File: src/hw/rtl/itt_pkg.sv
package itt_pkg;

   localparam int MAX_WORKERS_DEFAULT = 16;

   localparam int DIVIDEND_W = 63;
   localparam int DIVISOR_W  = 32;
   localparam int QUOT_W     = 32;

   localparam logic [31:0] NOT_IDLE = 32'hFFFF_FFFF;

   typedef enum logic [1:0] {
      MODE_ACTIVE  = 2'd0,
      MODE_PENDING = 2'd1,
      MODE_DONE    = 2'd2
   } mode_type;

   localparam logic [2:0] KIND_TICK   = 3'd0;
   localparam logic [2:0] KIND_ACTIVE = 3'd1;
   localparam logic [2:0] KIND_IDLE   = 3'd2;
   localparam logic [2:0] KIND_DONE   = 3'd3;

   localparam logic [2:0] CSR_COLLECT_ENABLED    = 3'd0;
   localparam logic [2:0] CSR_IDLE_DELAY_TICKS   = 3'd1;
   localparam logic [2:0] CSR_MIN_SPACING_TICKS  = 3'd2;
   localparam logic [2:0] CSR_TICK_PERIOD        = 3'd3;
   localparam logic [2:0] CSR_KEEP_TIMER_RUNNING = 3'd4;
   localparam logic [2:0] CSR_WORKERS_IN_USE     = 3'd5;

   typedef enum logic [2:0] {
      ST_IDLE,
      ST_EXEC,
      ST_SCAN_RD,
      ST_SCAN_CHK,
      ST_TRIG,
      ST_DIV,
      ST_RESULT
   } state_type;

   // Signed less-than on two raw 32-bit patterns.
   function automatic logic slt32(input logic [31:0] a, input logic [31:0] b);
      return $signed(a) < $signed(b);
   endfunction

endpackage

File: src/hw/rtl/itt_div.sv
module itt_div import itt_pkg::*; (
   input  logic                  clock,
   input  logic                  reset,
   input  logic                  start,
   input  logic [DIVIDEND_W-1:0] dividend,
   input  logic [DIVISOR_W-1:0]  divisor,
   output logic                  done,
   output logic [QUOT_W-1:0]     quotient
);

   localparam int CNT_W = $clog2(DIVIDEND_W);

   logic                  busy_ff;
   logic                  done_ff;
   logic [CNT_W-1:0]      cnt_ff;
   logic [DIVISOR_W-1:0]  rem_ff;
   logic [DIVISOR_W-1:0]  dsr_ff;
   logic [DIVIDEND_W-1:0] dvd_ff;
   logic [QUOT_W-1:0]     quo_ff;

   logic [DIVISOR_W:0]    trial;
   logic [DIVISOR_W:0]    diff;
   logic                  fits;
   logic [DIVISOR_W-1:0]  rem_in;

   always_comb begin
      trial  = {rem_ff, dvd_ff[DIVIDEND_W-1]};
      diff   = trial - {1'b0, dsr_ff};
      fits   = trial >= {1'b0, dsr_ff};
      rem_in = fits ? diff[DIVISOR_W-1:0] : trial[DIVISOR_W-1:0];
   end

   always_ff @(posedge clock) begin
      if (reset) begin
         busy_ff <= 1'b0;
         done_ff <= 1'b0;
         cnt_ff  <= '0;
      end else begin
         done_ff <= 1'b0;
         if (start) begin
            busy_ff <= 1'b1;
            cnt_ff  <= CNT_W'(DIVIDEND_W - 1);
         end else if (busy_ff) begin
            cnt_ff <= cnt_ff - 1'b1;
            if (cnt_ff == '0) begin
               busy_ff <= 1'b0;
               done_ff <= 1'b1;
            end
         end
      end
   end

   always_ff @(posedge clock) begin
      if (start) begin
         rem_ff <= '0;
         dsr_ff <= divisor;
         dvd_ff <= dividend;
         quo_ff <= '0;
      end else if (busy_ff) begin
         rem_ff <= rem_in;
         dvd_ff <= {dvd_ff[DIVIDEND_W-2:0], 1'b0};
         quo_ff <= {quo_ff[QUOT_W-2:0], fits};
      end
   end

   assign done     = done_ff;
   assign quotient = quo_ff;

endmodule

File: src/hw/rtl/idle_trigger_tracker.sv
// One beat in gives one beat out. A status query, a collection-done beat, a worker-idle
// beat and a worker-active beat that does not resume the timer pass from accept through
// the execute state to the result state. A tick that is allowed to trigger reads the idle
// stamps of the workers in use from the stamp memory one at a time, with a read state and
// a check state for each, stopping at the first worker that is not idle long enough. A
// worker-active beat that resumes the timer runs the missed-tick division one quotient bit
// per cycle. The input is taken again as soon as the result is placed in the output
// register, so a waiting result does not hold up taking the next beat.
module idle_trigger_tracker import itt_pkg::*; #(
   parameter int MAX_WORKERS = MAX_WORKERS_DEFAULT
) (
   input  logic               clock,
   input  logic               reset,

   input  logic               req_valid,
   output logic               req_stall,
   input  logic [2:0]         req_kind,
   input  logic [3:0]         req_worker_index,
   input  logic               req_just_awoke,
   input  logic [62:0]        req_elapsed_time,

   output logic               rsp_valid,
   input  logic               rsp_stall,
   output logic [1:0]         rsp_mode,
   output logic               rsp_collect_pending,
   output logic               rsp_wake_request,
   output logic               rsp_timer_pause,
   output logic               rsp_timer_resume,
   output logic signed [31:0] rsp_tick_now,

   input  logic               csr_wr_en,
   input  logic [2:0]         csr_index,
   input  logic [31:0]        csr_wdata
);

   localparam int WIDX = (MAX_WORKERS > 1) ? $clog2(MAX_WORKERS) : 1;
   localparam int WCNT = $clog2(MAX_WORKERS + 1);

   // Configuration registers.
   logic        collect_enabled_ff;
   logic [30:0] idle_delay_ff;
   logic [30:0] min_spacing_ff;
   logic [31:0] tick_period_ff;
   logic        keep_timer_ff;
   logic [4:0]  workers_in_use_ff;

   // Control state.
   state_type   state_ff, state_in;
   mode_type    mode_ff;
   logic [31:0] tick_count_ff;
   logic [31:0] last_collect_ff;
   logic [62:0] pause_stamp_ff;
   logic [MAX_WORKERS-1:0] stamp_valid_ff;
   logic        wake_ff, pause_ff, resume_ff;
   logic [WCNT-1:0] scan_cnt_ff;

   // Item and working registers.
   logic [2:0]  item_kind_ff;
   logic [3:0]  item_idx_ff;
   logic        item_awoke_ff;
   logic [62:0] item_now_ff;
   logic [31:0] tick_ref_ff;
   logic        neg_ff;

   // Stamp memory.
   logic [31:0] stamp_mem [MAX_WORKERS];
   logic [31:0] rd_data_ff;
   logic        rd_valid_ff;

   // Result register.
   logic        rsp_valid_ff;
   logic [1:0]  rsp_mode_ff;
   logic        rsp_pending_ff, rsp_wake_ff, rsp_pause_ff, rsp_resume_ff;
   logic [31:0] rsp_tick_ff;

   logic            accept;
   logic            idx_in_range;
   logic [WIDX-1:0] wr_addr;
   logic [WIDX-1:0] rd_addr;
   logic [WCNT-1:0] scan_limit;
   logic            spacing_block;
   logic            scan_done;
   logic [31:0]     stamp;
   logic            scan_fail;
   logic            will_resume;
   logic            out_free;
   logic [31:0]     divisor;
   logic [62:0]     dividend;
   logic            now_below;
   logic            div_start;
   logic            div_done;
   logic [31:0]     div_quot;
   logic [31:0]     missed;

   // Control outputs of the sequencer.
   logic mem_write, valid_clear, mem_read, trig_apply, add_missed, load_rsp;

   assign accept       = req_valid && !req_stall;
   assign idx_in_range = 32'(item_idx_ff) < MAX_WORKERS;
   assign wr_addr      = WIDX'(item_idx_ff);
   assign rd_addr      = scan_cnt_ff[WIDX-1:0];
   assign scan_limit   = (32'(workers_in_use_ff) > MAX_WORKERS) ? WCNT'(MAX_WORKERS)
                                                                 : WCNT'(workers_in_use_ff);
   assign spacing_block = (min_spacing_ff != '0)
                       && slt32(tick_count_ff - last_collect_ff, {1'b0, min_spacing_ff});
   assign scan_done   = scan_cnt_ff == scan_limit;
   assign stamp       = rd_valid_ff ? rd_data_ff : NOT_IDLE;
   assign scan_fail   = (stamp == NOT_IDLE) || slt32(tick_ref_ff - stamp, {1'b0, idle_delay_ff});
   assign will_resume = item_awoke_ff && (mode_ff != MODE_ACTIVE) && !keep_timer_ff;
   assign out_free    = !rsp_valid_ff || !rsp_stall;

   assign divisor   = (tick_period_ff == '0) ? 32'd1 : tick_period_ff;
   assign now_below = item_now_ff < pause_stamp_ff;
   assign dividend  = now_below ? pause_stamp_ff - item_now_ff : item_now_ff - pause_stamp_ff;
   assign missed    = neg_ff ? 32'd0 - div_quot : div_quot;

   itt_div u_div (
      .clock    (clock),
      .reset    (reset),
      .start    (div_start),
      .dividend (dividend),
      .divisor  (divisor),
      .done     (div_done),
      .quotient (div_quot)
   );

   always_comb begin
      state_in = state_ff;
      case (state_ff)
         ST_IDLE: begin
            if (req_valid) state_in = ST_EXEC;
         end
         ST_EXEC: begin
            case (item_kind_ff)
               KIND_TICK: begin
                  if (mode_ff != MODE_ACTIVE || spacing_block) state_in = ST_RESULT;
                  else state_in = ST_SCAN_RD;
               end
               KIND_ACTIVE: begin
                  state_in = will_resume ? ST_DIV : ST_RESULT;
               end
               default: state_in = ST_RESULT;
            endcase
         end
         ST_SCAN_RD: begin
            state_in = scan_done ? ST_TRIG : ST_SCAN_CHK;
         end
         ST_SCAN_CHK: begin
            state_in = scan_fail ? ST_RESULT : ST_SCAN_RD;
         end
         ST_TRIG: state_in = ST_RESULT;
         ST_DIV: begin
            if (div_done) state_in = ST_RESULT;
         end
         ST_RESULT: begin
            if (out_free) state_in = ST_IDLE;
         end
         default: state_in = ST_IDLE;
      endcase
   end

   always_comb begin
      req_stall   = state_ff != ST_IDLE;
      mem_write   = 1'b0;
      valid_clear = 1'b0;
      mem_read    = 1'b0;
      div_start   = 1'b0;
      trig_apply  = 1'b0;
      add_missed  = 1'b0;
      load_rsp    = 1'b0;
      case (state_ff)
         ST_EXEC: begin
            mem_write   = (item_kind_ff == KIND_IDLE) && idx_in_range;
            valid_clear = (item_kind_ff == KIND_ACTIVE) && idx_in_range;
            div_start   = (item_kind_ff == KIND_ACTIVE) && will_resume;
         end
         ST_SCAN_RD:  mem_read   = !scan_done;
         ST_TRIG:     trig_apply = 1'b1;
         ST_DIV:      add_missed = div_done;
         ST_RESULT:   load_rsp   = out_free;
         default: begin
         end
      endcase
   end

   always_ff @(posedge clock) begin
      if (mem_write) stamp_mem[wr_addr] <= tick_count_ff;
      if (mem_read) begin
         rd_data_ff  <= stamp_mem[rd_addr];
         rd_valid_ff <= stamp_valid_ff[rd_addr];
      end
   end

   always_ff @(posedge clock) begin
      if (accept) begin
         item_kind_ff  <= req_kind;
         item_idx_ff   <= req_worker_index;
         item_awoke_ff <= req_just_awoke;
         item_now_ff   <= req_elapsed_time;
      end
      if (state_ff == ST_EXEC) begin
         tick_ref_ff <= tick_count_ff;
         neg_ff      <= now_below;
      end
      if (load_rsp) begin
         rsp_mode_ff    <= mode_ff;
         rsp_pending_ff <= mode_ff == MODE_PENDING;
         rsp_wake_ff    <= wake_ff;
         rsp_pause_ff   <= pause_ff;
         rsp_resume_ff  <= resume_ff;
         rsp_tick_ff    <= tick_count_ff;
      end
   end

   always_ff @(posedge clock) begin
      if (reset) begin
         collect_enabled_ff <= 1'b0;
         idle_delay_ff      <= 31'd1;
         min_spacing_ff     <= '0;
         tick_period_ff     <= 32'd10_000_000;
         keep_timer_ff      <= 1'b0;
         workers_in_use_ff  <= 5'd1;
         state_ff           <= ST_IDLE;
         mode_ff            <= MODE_ACTIVE;
         tick_count_ff      <= '0;
         last_collect_ff    <= '0;
         pause_stamp_ff     <= '0;
         stamp_valid_ff     <= '0;
         wake_ff            <= 1'b0;
         pause_ff           <= 1'b0;
         resume_ff          <= 1'b0;
         scan_cnt_ff        <= '0;
         rsp_valid_ff       <= 1'b0;
      end else begin
         state_ff <= state_in;

         if (csr_wr_en) begin
            case (csr_index)
               CSR_COLLECT_ENABLED:    collect_enabled_ff <= csr_wdata[0];
               CSR_IDLE_DELAY_TICKS:   idle_delay_ff      <= csr_wdata[30:0];
               CSR_MIN_SPACING_TICKS: begin
                  min_spacing_ff  <= csr_wdata[30:0];
                  last_collect_ff <= 32'd0 - {1'b0, csr_wdata[30:0]};
               end
               CSR_TICK_PERIOD:        tick_period_ff     <= csr_wdata;
               CSR_KEEP_TIMER_RUNNING: keep_timer_ff      <= csr_wdata[0];
               CSR_WORKERS_IN_USE:     workers_in_use_ff  <= csr_wdata[4:0];
               default: begin
               end
            endcase
         end

         if (accept) begin
            wake_ff   <= 1'b0;
            pause_ff  <= 1'b0;
            resume_ff <= 1'b0;
         end

         if (mem_write) stamp_valid_ff[wr_addr] <= 1'b1;
         if (valid_clear) stamp_valid_ff[wr_addr] <= 1'b0;

         if (state_ff == ST_EXEC) begin
            scan_cnt_ff <= '0;
            case (item_kind_ff)
               KIND_TICK: tick_count_ff <= tick_count_ff + 32'd1;
               KIND_ACTIVE: begin
                  if (item_awoke_ff && mode_ff != MODE_ACTIVE) begin
                     mode_ff   <= MODE_ACTIVE;
                     resume_ff <= !keep_timer_ff;
                  end
               end
               KIND_DONE: begin
                  last_collect_ff <= tick_count_ff;
                  mode_ff         <= MODE_DONE;
               end
               default: begin
               end
            endcase
         end

         if (state_ff == ST_SCAN_CHK && !scan_fail) scan_cnt_ff <= scan_cnt_ff + 1'b1;

         if (trig_apply) begin
            mode_ff <= collect_enabled_ff ? MODE_PENDING : MODE_DONE;
            wake_ff <= collect_enabled_ff;
            if (!keep_timer_ff) begin
               pause_ff       <= 1'b1;
               pause_stamp_ff <= item_now_ff;
            end
         end

         if (add_missed) tick_count_ff <= tick_count_ff + missed;

         if (load_rsp) rsp_valid_ff <= 1'b1;
         else if (!rsp_stall) rsp_valid_ff <= 1'b0;
      end
   end

   assign rsp_valid           = rsp_valid_ff;
   assign rsp_mode            = rsp_mode_ff;
   assign rsp_collect_pending = rsp_pending_ff;
   assign rsp_wake_request    = rsp_wake_ff;
   assign rsp_timer_pause     = rsp_pause_ff;
   assign rsp_timer_resume    = rsp_resume_ff;
   assign rsp_tick_now        = $signed(rsp_tick_ff);

endmodule
File: config.mk
export PLATFORM = sky130hd
export DESIGN_NAME = idle_trigger_tracker
export DESIGN_NICKNAME = d
export VERILOG_FILES = /design/src/hw/rtl/itt_pkg.sv /design/src/hw/rtl/itt_div.sv /design/src/hw/rtl/idle_trigger_tracker.sv
export SDC_FILE = /design/constraint.sdc
export NUM_CORES = 2
export LEC_CHECK = 0
export ABC_AREA = 0
export BUFFER_PORTS_ARGS = -buffer_cell sky130_fd_sc_hd__buf_2
export CORE_ASPECT_RATIO = 0.6
export CORE_MARGIN = 5
export CORE_UTILIZATION = 47
export CTS_CLUSTER_DIAMETER = 30
export DETAILED_ROUTE_END_ITERATION = 6
export MAX_ROUTING_LAYER = met4
export RECOVER_POWER = 50
export SLEW_MARGIN = 20
export SYNTH_ARGS = -nofsm -noshare
export SYNTH_HDL_FRONTEND = slang
export SYNTH_SLANG_ARGS = --single-unit
File: constraint.sdc
create_clock -name clock -period 7.3 [get_ports clock]
set_input_delay 2.19 -clock clock [delete_from_list [all_inputs] [get_ports clock]]
set_output_delay 2.19 -clock clock [all_outputs]
set_load 0.02 [all_outputs]
==> impl_metrics.json <==
{
  "drv_cap": 29,
  "post_cts_buffers": 0,
  "wire_per_inst_microns": 23.7,
  "synth_fa_ha_area_share_pct": 7.09,
  "dpl.hpwl_microns": 115000,
  "synth_edf_count": 782,
  "synth_xor_area_share_pct": 3.33,
  "r2r_setup_slack_ns": 0.84,
  "fin_worst_skew_ns": 0.0683,
  "synth_mux_area_share_pct": 8.23,
  "postSynthCellCount": 5197,
  "drv_slew": 980,
  "reg2reg_from": "rd_valid_ff",
  "drc": 1,
  "routed_wl_microns": 168000,
  "fp.dieH_microns": 281,
  "rsz0062_at_grt": "no",
  "gp_congestion": 0.940,
  "antenna_found_initial": 24,
  "synthFlopType": "edfxtp_1",
  "num_vias": 41800,
  "portBuffers": 150,
  "nNetsFinal": 5749,
  "htreeDepth": 4,
  "io_pins": 151,
  "dieArea_sq_um": 129000,
  "r2r_cells": 23,
  "clockBufferDepth": 3,
  "worstReg2RegEnd": "scan_cnt_ff[3]",
  "p_leak_nw": 24.2,
  "vias_per_cell": 5.91,
  "ctsResizeCount": 0,
  "grt_usage_pct": 26.3,
  "grt_overflow_total": 0,
  "syn_area_per_cell_sq_um": 11.0,
  "setup_viol": 0,
  "worstMarginPinSlew_ns": 3.72,
  "p_switching_mw": 7.65,
  "start_util_pct": 47.3,
  "pwr_density_cell_nw_per_um2": 339,
  "synthesis.area_sq_um": 57300,
  "irDropWorstVdd_mv": 0.233,
  "grt_pass1_vias": 38500,
  "clkLatencyLatePin_ns": 0.79,
  "p_clk_share_pct": 36.4,
  "worstPathRequired_ns": 7.92,
  "final_cell_mix": "edfxtp_1 (782), nand2_1 (619), a21oi_1 (486), inv_1 (330), dfxtp_1 (326)",
  "p_int_mw": 14.5,
  "core-area_sq_um": 121000,
  "violations": "DRC, capacitance limit, slew limit",
  "async_flop_share_pct": 0,
  "min_from": "tick_period_ff[12]",
  "mostFrequentLayoutCell": "edfxtp_1",
  "synth_cell_types": 89,
  "cts_hold_buffers": 0,
  "yosys.area_share.simple_pct": 11.2,
  "fp.dieW_microns": 461,
  "timing.final.crit_period_ns": 6.46,
  "endpoint": "scan_cnt_ff[3]",
  "rows": 99,
  "hp-class": "reg2reg",
  "cts_tree": "done",
  "arrival_ns": 7.09,
  "p_sw_share_pct": 34.5,
  "combPwrFrac_pct": 29.5,
  "synth-compound-area-share_pct": 13.5,
  "firstDrtPassIters": 7,
  "yosys_register_bits": 1112,
  "antenna_left": 0,
  "ys_warn_count": 0,
  "crit_start": "rd_valid_ff",
  "hold_viol_final": 0,
  "cts.clk_slew.worst_paths_ns": 0.06,
  "worstSetupStartpointType": "flip-flop",
  "synth_top_family_by_area": "compound AO/OA/AOI/OAI gates",
  "seqPwrFrac_pct": 34.1,
  "synth_nets": 5629,
  "relSlewSlack_pct": -148,
  "crit_path_end_kind": "flip-flop",
  "grt_max_degree": 138,
  "fin_crit_sh_pct": 88.6,
  "drive_gt1_share_pct": 12.8,
  "tns_ns": 0,
  "seq_area_frac_synth_pct": 52.5,
  "clkSinkCount": 1112,
  "grt_first_pass_wirelength_microns": 250000,
  "cts_root_buf": "clkbuf_16",
  "utilization_pct": 53.9,
  "status": "complete, but fails checks",
  "worst-setup-path-type": "reg2reg",
  "drt_iter0_markers": 5030,
  "path_max_fanout": 21,
  "area_delta_synth_final_pct": 14.1,
  "nFillCells": 10500,
  "cts_buffers": 161,
  "timing.fmax_mhz": 155
}
[flip-flops by register name, indices dropped and copies added, names as in the netlist, 32 cells and up]
signal	count
u_div.quotient	32
stamp_mem	512
u_div.rem_ff	32
tick_ref_ff	32
u_div.dvd_ff	63
u_div.dsr_ff	32
item_now_ff	63
tick_count_ff	32
rd_data_ff	32
pause_stamp_ff	63
rsp_tick_now	32
tick_period_ff	32
last_collect_ff	32
[worst max-delay path: stages (launching register included)]
cell and delay, ns:
edfxtp_1 0.56, buf_4 0.28, nand2b_1 0.14, inv_1 0.06, ha_1 0.26, nor2b_1 0.13, o21ai_0 0.25, a211oi_1 0.12
nor2_1 0.25, a21oi_1 0.11, a221oi_1 0.65, nor2_1 0.16, o311ai_0 0.51, a21oi_1 0.22, mux2i_1 0.19, nand2_1 0.07
ha_1 0.30, nand3_1 0.10, or3_1 0.41, a211oi_1 0.20, o21ai_0 0.20, nor4_2 0.62, nand4_1 0.17, mux2_2 0.35
[worst min-delay path by stage]
stage	to	slack [ns]	cells after the start
2_1_floorplan	rsp_timer_resume	0.41	0
3_3_place_gp	rsp_timer_pause	0.43	0
3_5_place_dp	rsp_timer_pause	0.43	0
4_1_cts	u_div.dsr_ff[12]	0.43	0
5_1_grt	u_div.dsr_ff[12]	0.44	0
6_report	u_div.dsr_ff[12]	0.43	0
[power by group through the flow]
stage	sequential (mW)	clock [mW]	combinational, mW
final	7.56	8.09	6.55
after global routing	7.62	8.52	7.23
after CTS	7.55	8.22	6.43
after detailed placement	7.67	0	6.37
after global placement	7.66	0	6.32
after floorplan	7.56	0	4.74
[synthesized netlist by cell type (26+ instances only)]
cell      count  area [sq um]
inv_1       332          1250
xor2_1      100           876
a31oi_1      31           194
ha_1        315          3940
nor4_1       37           231
and3_1       26           163
dfxtp_1     330          6610
xnor2_1     118          1030
o211ai_1     38           285
o21a_1       45           338
nand4_1      56           350
o21ai_0     242          1210
mux2i_1      93           931
o21bai_1     50           375
nor3_1       74           370
nand2_1     621          2330
nor2_1      331          1240
edfxtp_1    782         23500
nand2b_1     35           219
a21oi_1     487          2440
a211oi_1     60           450
nand3_1      56           280
mux4_2      165          3720
a21o_1      140          1050
clkbuf_1    242           908
nor2b_1      75           469
[layer usage]
metal,vias up,share of wire [%],track usage [%]
met5,-,0,-
met4,0,1.4,5.35
met3,193,11,5.97
met2,1869,38,32.5
met1,20400,50,43.0
li1,19300,-,-
[kinds of logic (layout without fill, tap and decap cells)]
kind of cell	count (synthesis)	in the layout
adders and majority gates	321	321
AOI/OAI and AO/OA	1257	1257
other	0	3
buffers and inverters	613	872
DFF	1112	1112
xor gates and xnor gates	218	218
and+or+nand+nor	1412	1412
muxes	264	264
[per-stage QoR]
| stage | instances | setup slack, ns | cell area [sq um] | hold WS [ns] | total power [mW] |
|---|---|---|---|---|---|
| after floorplan | 5197 | 1.89 | 57300 | 0.408 | 12.3 |
| after global placement | 6770 | 0.995 | 59800 | 0.435 | 14.0 |
| after detailed placement | 6770 | 0.932 | 59800 | 0.432 | 14.0 |
| after CTS | 7072 | 0.893 | 65600 | 0.432 | 22.2 |
| after global routing | 7075 | 0.150 | 65400 | 0.435 | 23.4 |
| final | 7075 | 0.835 | 65400 | 0.435 | 22.2 |
[final cells by class]
| cell class | instances | area (sq um) | area share (%) |
|---|---|---|---|
| flip-flops and latches | 1112 | 30100 | 46.0 |
| repair buffers | 237 | 1260 | 1.93 |
| well taps | 1616 | 2020 | 3.09 |
| multi-input cells | 3472 | 25000 | 38.2 |
| clock inverters | 111 | 1490 | 2.27 |
| clock buffers | 191 | 4260 | 6.52 |
| inverters | 333 | 1250 | 1.92 |
| diodes | 3 | 7.51 | 0.0115 |
Power figures use the tool's default switching activity.
